## src/hdl/palette_nearest_color_match_unit_macros.svh

```systemverilog
// Assertion shorthands for the palette matcher, clocked on clock and held off in reset.
`ifndef PALETTE_NEAREST_COLOR_MATCH_UNIT_MACROS_SVH
`define PALETTE_NEAREST_COLOR_MATCH_UNIT_MACROS_SVH

// Consequent checked in the same cycle as the antecedent.
`define PNCM_ASSERT_NOW(label, ante, cons, msg) \
   label: assert property (@(posedge clock) disable iff (reset) (ante) |-> (cons)) \
      else $error(msg);

// Consequent checked in the cycle after the antecedent.
`define PNCM_ASSERT_NEXT(label, ante, cons, msg) \
   label: assert property (@(posedge clock) disable iff (reset) (ante) |=> (cons)) \
      else $error(msg);

`endif

```

## src/hdl/pncm_pkg.sv

```systemverilog
package pncm_pkg;

   localparam int unsigned PaletteEntries = 256;
   localparam int unsigned ComponentBits  = 8;

   localparam int unsigned CompWidth    = 8;
   localparam int unsigned ProdWidth    = 2 * CompWidth;
   localparam int unsigned LimitWidth   = CompWidth + 1;
   localparam int unsigned DistWidth    = ProdWidth + 2;
   localparam int unsigned Lanes        = 3;
   localparam int unsigned OpWidth      = 2;
   localparam int unsigned CsrAddrWidth = 3;
   localparam int unsigned ReqDataWidth = 48;
   localparam int unsigned RspDataWidth = 16;

   localparam logic [CompWidth-1:0] AlphaFull = 8'd255;

   typedef logic [CompWidth-1:0] comp_type;
   typedef comp_type [Lanes-1:0] rgb_type;     // lane 2 red, lane 1 green, lane 0 blue
   typedef logic [ProdWidth-1:0] prod_type;
   typedef prod_type [Lanes-1:0] prod3_type;

   typedef enum logic [OpWidth-1:0] {
      OP_WRITE = 2'd0,
      OP_FIND  = 2'd1,
      OP_BLEND = 2'd2
   } opcode_type;

   typedef enum logic [CsrAddrWidth-1:0] {
      CSR_BLEND_RED   = 3'd0,
      CSR_BLEND_GREEN = 3'd1,
      CSR_BLEND_BLUE  = 3'd2,
      CSR_BLEND_ALPHA = 3'd3,
      CSR_BLEND_LIMIT = 3'd4
   } csr_type;

   // Exact x / 255 for any x up to 255 * 255.
   function automatic comp_type div255(input prod_type x);
      logic [ProdWidth:0] t;
      t = (ProdWidth+1)'(x) + (ProdWidth+1)'(x[ProdWidth-1:CompWidth]) + (ProdWidth+1)'(1);
      return t[ProdWidth-1:CompWidth];
   endfunction

   function automatic comp_type abs_diff(input comp_type a, input comp_type b);
      return (a > b) ? comp_type'(a - b) : comp_type'(b - a);
   endfunction

   function automatic logic [LimitWidth-1:0] clamp_limit(input logic [LimitWidth-1:0] lim,
                                                         input logic [LimitWidth-1:0] top);
      return (lim > top) ? top : lim;
   endfunction

endpackage

```

## src/hdl/pncm_mul.sv

```systemverilog
// Three-lane multiplier with registered products, shared by the blend and the search.
module pncm_mul (
   input  logic                clock,
   input  pncm_pkg::rgb_type   op_a,
   input  pncm_pkg::rgb_type   op_b,
   output pncm_pkg::prod3_type prod_ff
);

   pncm_pkg::prod3_type prod_in;

   always_comb begin
      for (int l = 0; l < pncm_pkg::Lanes; l++) begin
         prod_in[l] = pncm_pkg::ProdWidth'(op_a[l]) * pncm_pkg::ProdWidth'(op_b[l]);
      end
   end

   always_ff @(posedge clock) begin
      prod_ff <= prod_in;
   end

endmodule

```

## config.mk

```make
export PLATFORM = sky130hd
export DESIGN_NAME = pncm_mul
export DESIGN_NICKNAME = d
export VERILOG_FILES = /design/src/hdl/palette_nearest_color_match_unit_macros.svh /design/src/hdl/pncm_pkg.sv /design/src/hdl/pncm_mul.sv
export SDC_FILE = /design/constraint.sdc
export NUM_CORES = 1
export LEC_CHECK = 0
export BUFFER_PORTS_ARGS = -buffer_cell sky130_fd_sc_hd__clkbuf_2
export CORE_UTILIZATION = 51
export DETAILED_ROUTE_END_ITERATION = 10
export GPL_ROUTABILITY_DRIVEN = 0
export PLACE_DENSITY = 0.79
export SLEW_MARGIN = 15
export SYNTH_ARGS = -nofsm -noshare
export SYNTH_HDL_FRONTEND = slang
export SYNTH_SLANG_ARGS = --single-unit
```

## constraint.sdc

```tcl
create_clock -name clock -period 7.4 [get_ports clock]
set_clock_uncertainty 0.1 [all_clocks]
set_input_delay 1.48 -clock clock [delete_from_list [all_inputs] [get_ports clock]]
set_output_delay 1.48 -clock clock [all_outputs]
set_load 0.01 [all_outputs]
```

==> flow_summary.json, run 1 <==
{
  "use_met1_pct": 28.5,
  "status": "finished clean",
  "setup_tns_ps": 0,
  "cts_setup_buffers": 0,
  "hold_violations": 0,
  "crit_path_start": "op_b[10]",
  "drt-total-wl_um": 14000,
  "crit_fanout": 8,
  "worstPathArrival_ps": 5530,
  "synthXorXnorAreaFrac_pct": 2.93,
  "stdcell_area_um2": 8340,
  "core_um2": 14100,
  "cts_sinks": 48,
  "io_pins": 97,
  "synth_fp_nets": 1079,
  "start_util_pct": 52.9,
  "grt_use_met2_pct": 32.5,
  "top_regs": "prod_ff (48)",
  "netlist_area_um2": 7460,
  "num_vias": 5637,
  "dp_hpwl_um": 11900,
  "cts.path.max_buffers": 2,
  "largest-register": "prod_ff",
  "firstDrtPassIters": 4,
  "yosys-mux-area-fraction_pct": 0.268,
  "vias_per_cell": 5.16,
  "synth_compound_area_share_pct": 8.30,
  "report.final.slew_viol_count": 0,
  "grt_pass1_vias": 5503,
  "n_antenna_cell": 0,
  "period_share_pct": 72.8,
  "start_kind": "input port",
  "worstHoldPathType": "input port to flop",
  "drv_cap": 0,
  "cts_resized": 0,
  "synthSimpleGateAreaFrac_pct": 20.5,
  "htreeDepth": 2,
  "layout-area-overhead-vs-synth_pct": 11.7,
  "cts_tree": "yes",
  "rsz0062_at_grt": "false",
  "hp-start": "op_a[0]",
  "setup_viol": 0,
  "required_ps": 7540,
  "antenna_left": 0,
  "drive_above_1_share_pct": 12.0,
  "rows": 43,
  "yosysUniqueCellTypes": 52,
  "powerDensity_nw_per_um2": 270,
  "die_w_um": 123,
  "syn_avg_cell_area_um2": 9.17,
  "worstMarginPinSlew_ps": 580,
  "numCtsBuffers": 5,
  "grt_pass1_wl_um": 24700,
  "drt_iter0_drc": 222,
  "cts.reportedPaths.clkPinSlew_ps": 60,
  "synth_ff_type": "dfxtp_1",
  "portBuffers": 96,
  "totalPowerFinal_uw": 2250,
  "period_needed_ps": 5390,
  "antenna_found_initial": 0,
  "ir_drop_uv": 161,
  "p_leak_uw": 0.00441,
  "slew_headroom_pct": 60.3,
  "largest_register_ffs": 48,
  "max_freq_mhz": 186,
  "nNetsFinal": 1176,
  "use_met3_pct": 2.95,
  "yosys.area_share.adder_pct": 47.1,
  "wire_per_inst_um": 12.9,
  "grt_usage_pct": 20.4,
  "cp-end-kind": "flop",
  "root_buffer": "clkbuf_16",
  "yosys_warnings": 0,
  "whs_ps": 1390,
  "cp_cell_sequence": "clkbuf_2 -> and2_1 -> fa_1 -> inv_1 -> fa_1 -> inv_1 -> fa_1 -> inv_1 -> fa_1 -> inv_1 -> ha_1 -> or4_1 -> o21ai_1 -> a21oi_1 -> nor4b_1 -> a311o_1",
  "drc": 0,
  "die-area_um2": 15100,
  "synth_edf_count": 0,
  "gr-total-overflow": 0,
  "critPathSlowestCell": "fa_1",
  "synth-seq-cells": 48,
  "busiest_layer": "met2",
  "synth_top_family_by_area": "adder cells",
  "cpPeakStageDelay_ps": 530,
  "async_flop_share_pct": 0,
  "synth_cells": 814,
  "fp.dieH_um": 123,
  "crit_type": "input port to flop",
  "dpl_cell_area_um2": 8140,
  "ys_seq_area_share_pct": 12.9,
  "grt_max_degree": 17,
  "ctsHoldBuffers": 0
}
[critical path, delay by kind of cell]
family,cells,cell delay (ps)
AOI/OAI and AO/OA,3,350
adders and majority gates,5,2320
buffers and inverters,5,340
and+or+nand+nor,3,1030
[power by group]
part | internal (uW) | switching [uW] | leakage (uW)
Clock | 195 | 108 | 0.0000944
Combinational | 683 | 845 | 0.00391
Sequential | 381 | 36.3 | 0.000403
[cell usage after synthesis (2+ instances only)]
| library cell | count | area, um2 |
|---|---|---|
| and2_1 | 151 | 945 |
| o211ai_1 | 3 | 22.5 |
| a31o_2 | 2 | 17.5 |
| o21ai_1 | 6 | 30.0 |
| a311oi_1 | 3 | 26.3 |
| ha_1 | 108 | 1350 |
| dfxtp_1 | 48 | 961 |
| o21ai_0 | 13 | 65.1 |
| and3_1 | 3 | 18.8 |
| nor2b_1 | 8 | 50.1 |
| buf_1 | 2 | 7.51 |
| nand2_1 | 57 | 214 |
| xor2_1 | 7 | 61.3 |
| o2111ai_1 | 2 | 17.5 |
| o21a_1 | 7 | 52.6 |
| nor4b_1 | 2 | 17.5 |
| o311ai_1 | 3 | 26.3 |
| nand3_1 | 2 | 10.0 |
| fa_1 | 108 | 2160 |
| or4_1 | 2 | 15.0 |
| a211oi_1 | 3 | 22.5 |
| clkbuf_1 | 3 | 11.3 |
| nor2_1 | 20 | 75.1 |
| o31a_1 | 2 | 17.5 |
| inv_1 | 153 | 574 |
| nand4_1 | 2 | 12.5 |
| a21oi_1 | 22 | 110 |
| mux2i_1 | 2 | 20.0 |
| a31oi_1 | 3 | 18.8 |
| nand3b_1 | 4 | 30.0 |
| nor3_1 | 11 | 55.1 |
| o22ai_1 | 2 | 12.5 |
| a2111oi_0 | 3 | 26.3 |
| xnor2_1 | 18 | 158 |
| a21o_1 | 8 | 60.1 |
| nand2b_1 | 5 | 31.3 |
[logic make-up after synthesis]
logic type               count (synthesis)
XOR/XNOR                                25
AND/OR/NAND/NOR                        273
adder cells (fa/ha/maj)                216
multiplexers                             2
AO/OA/AOI/OAI                           91
buffers and inverters                  159
flip-flops                              48
[final timing paths]
check,end,cells past startpoint
worst max-delay path,prod_ff[28],16
worst min-delay path,prod_ff[0],2
[metal layers]
metal	routed length (um)	part of all wire, %	up-vias
li1	-	-	2782
met1	6710	48	2708
met2	6550	47	126
met3	545	3.9	21
met4	237	1.7	0
met5	0	0	-
[layout make-up]
cell class,count,area [um2]
Timing Repair Buffer,96,480
Clock buffer,5,125
Tap cell,180,225
Multi-Input combinational cell,607,5900
Clock inverter,3,68.8
Sequential cell,48,961
Inverter,153,574
Fill cell,1237,5760
[metrics by stage]
stage	worst slack [ps]	utilization, %	cells
2_1_floorplan	2090	-	814
3_3_place_gp	1760	57.8	1084
3_5_place_dp	1730	57.8	1084
4_1_cts	2040	59.1	1092
5_1_grt	1850	59.1	1092
6_report	2010	59.1	1092
[cell usage in the layout (no fill, tap or decap), drive strengths merged, types with 9 or more instances in the layout]
cell type,n
nand2,57
o21ai,19
xnor2,18
inv,154
dfxtp,48
and2,151
clkbuf,101
nor2,20
fa,108
a21oi,22
nor2b,9
nor3,11
ha,108
Power figures use the tool's default switching activity.
==> run 2: changes to the inputs <==
ABC_AREA = 1   (was not set)
PLACE_DENSITY = 0.81   (was 0.79)
clock period = 4.57 ns   (was 7.4 ns; I/O delays follow)
==> run 2 against run 1 <==
Sequential power increased by 66%; area after synthesis rose by 9.6%; setup slack worse by 1700 ps; critical path type unchanged; largest cell class unchanged; largest power group unchanged.
==> flow_summary.json, run 2 <==
{
  "report.final.slew_viol_count": 0,
  "cts_tree": "yes",
  "ir_drop_uv": 216,
  "syn_avg_cell_area_um2": 6.90,
  "period_share_pct": 92.9,
  "grt_pass1_wl_um": 29200,
  "cts.path.max_buffers": 2,
  "start_util_pct": 53.0,
  "netlist_area_um2": 8180,
  "cts.reportedPaths.clkPinSlew_ps": 70,
  "netlist.area_leader.share_pct": 26.4,
  "die_w_um": 129,
  "gr-total-overflow": 0,
  "synth_fp_nets": 1450,
  "num_vias": 6780,
  "worstHoldPathType": "input port to flop",
  "yosysUniqueCellTypes": 16,
  "powerDensity_nw_per_um2": 416,
  "drt_iter0_drc": 265,
  "crit_type": "input port to flop",
  "core_um2": 15400,
  "htreeDepth": 2,
  "slew_headroom_pct": 84.5,
  "largest-register": "prod_ff",
  "seq_area_um2": 961,
  "worstPathArrival_ps": 4320,
  "critPathSlowestCell": "fa_1",
  "multi_input_area_um2": 5570,
  "synth-seq-cells": 48,
  "drc": 0,
  "grt_usage_pct": 21.7,
  "required_ps": 4640,
  "crit_fanout": 8,
  "numCtsBuffers": 5,
  "synth_most_common_cell": "inv_1",
  "nNetsFinal": 1511,
  "cp_cell_sequence": "clkbuf_2 -> nand2_1 -> fa_1 -> fa_1 -> inv_1 -> fa_1 -> inv_1 -> fa_1 -> inv_1 -> ha_1 -> nand2_1 -> inv_1 -> nand2_1 -> inv_1 -> nand2_1 -> nand3_1 -> nand2_1 -> nand2_1",
  "drv_cap": 0,
  "start_kind": "input port",
  "p_leak_uw": 0.00631,
  "grt_max_degree": 17,
  "drive_above_1_share_pct": 9.86,
  "yosys.area.top_type": "fa_1",
  "cp-end-kind": "flop",
  "async_flop_share_pct": 0,
  "setup_viol": 0,
  "io_pins": 97,
  "antenna_found_initial": 0,
  "layout_commonest_cell": "inv_1",
  "ys_seq_area_share_pct": 11.8,
  "top_regs": "prod_ff (48)",
  "fillCellCount": 1445,
  "place_ws_ps": 62.4,
  "grt_pass1_vias": 6845,
  "worst-path-buf-inv": 6,
  "n_antenna_cell": 0,
  "dpl_cell_area_um2": 8790,
  "max_freq_mhz": 235,
  "fp.dieH_um": 129,
  "portBuffers": 96,
  "ctsHoldBuffers": 0,
  "antenna_left": 0,
  "vias_per_cell": 4.65,
  "drt-total-wl_um": 16300,
  "worstMarginPinSlew_ps": 232,
  "setup_tns_ps": 0,
  "layoutNonFillerInstCount": 1458,
  "period_needed_ps": 4250,
  "cts_setup_buffers": 0,
  "status": "finished clean",
  "synth_cells": 1185,
  "cpPeakStageDelay_ps": 550,
  "cts_resized": 0,
  "totalPowerFinal_uw": 3730,
  "rsz0062_at_grt": "false",
  "firstDrtPassIters": 7,
  "final_cell_mix": "388 x inv_1, 374 x nand2_1, 108 x fa_1, 108 x ha_1, 96 x clkbuf_2",
  "stdcell_area_um2": 8980,
  "dp_hpwl_um": 14400,
  "wire_per_inst_um": 11.1,
  "largest_register_ffs": 48,
  "netlist_top_cells_area": "fa_1 26%, inv_1 18%, nand2_1 17%",
  "yosys_warnings": 0,
  "layout-area-overhead-vs-synth_pct": 9.82,
  "cp_top_family": "adder cells",
  "synth_edf_count": 0,
  "hold_violations": 0,
  "die-area_um2": 16500,
  "cts_sinks": 48,
  "synthTopCellsByCount": "388 x inv_1, 374 x nand2_1, 108 x fa_1, 108 x ha_1",
  "root_buffer": "clkbuf_16",
  "crit_path_frequent_cell": "nand2_1",
  "dp.cells": 1450,
  "rows": 45,
  "synth_ff_type": "dfxtp_1",
  "finalWorstSetupSlack_ps": 322
}
[run 2: changes by cell type after synthesis, moves of 13 or more]
cell / change
inv_1: +235
nand4_1: +13
nand2_1: +317
o21ai_0: -13
xnor2_1: -15
clkbuf_1: +45
and2_1: -151
nand3_1: +28
[run 2: cell type report]
cell class,instances,share of cell area [%]
multi-input combinational,699,62.0
inverter,390,16.3
sequential,48,10.7
timing repair buffer,102,5.85
tap,211,2.94
clock buffer,5,1.39
clock inverter,3,0.766
[run 2: worst min-delay path: stages]
cell and delay (ps):
clkbuf_2 140, nand2_1 80, inv_1 30
[run 2: through the flow]
stage                     hold WS, ps  util, %
after detailed placement         1130     57.0
after CTS                         805     58.2
after global placement           1120     57.0
after global routing              817     58.2
after floorplan                  1110        -
final                             818     58.2
[run 2: cells by family after synthesis]
logic type      Yosys count  share of synthesized area (%)
compound gates           12                          0.735
xor+xnor                 21                           2.25
fa+ha+maj               216                           43.0
buf+inv                 438                           20.1
flops                    48                           11.8
simple gates            450                           22.2
[run 2: path summary, 6_finish.rpt]
check                 startpoint          end  slack [ps]  depth (start not counted)
worst max-delay path     op_b[2]  prod_ff[11]         320                         18
worst min-delay path     op_b[0]   prod_ff[0]         820                          3
[run 2: report_power, final]
part | leakage (uW) | switching (uW) | internal [uW]
Combinational | 0.00581 | 1570 | 987
Clock | 0.0000944 | 173 | 316
Sequential | 0.000404 | 75.0 | 618
[run 2: metal layers]
layer / vias to the layer above / track usage [%] / part of all wire, %
met3: 13 / 2.83 / 5.2
met4: 0 / 4.36 / 1.2
li1: 3440 / - / -
met1: 3157 / 26.7 / 44
met5: - / 0 / 0
met2: 170 / 40.6 / 50
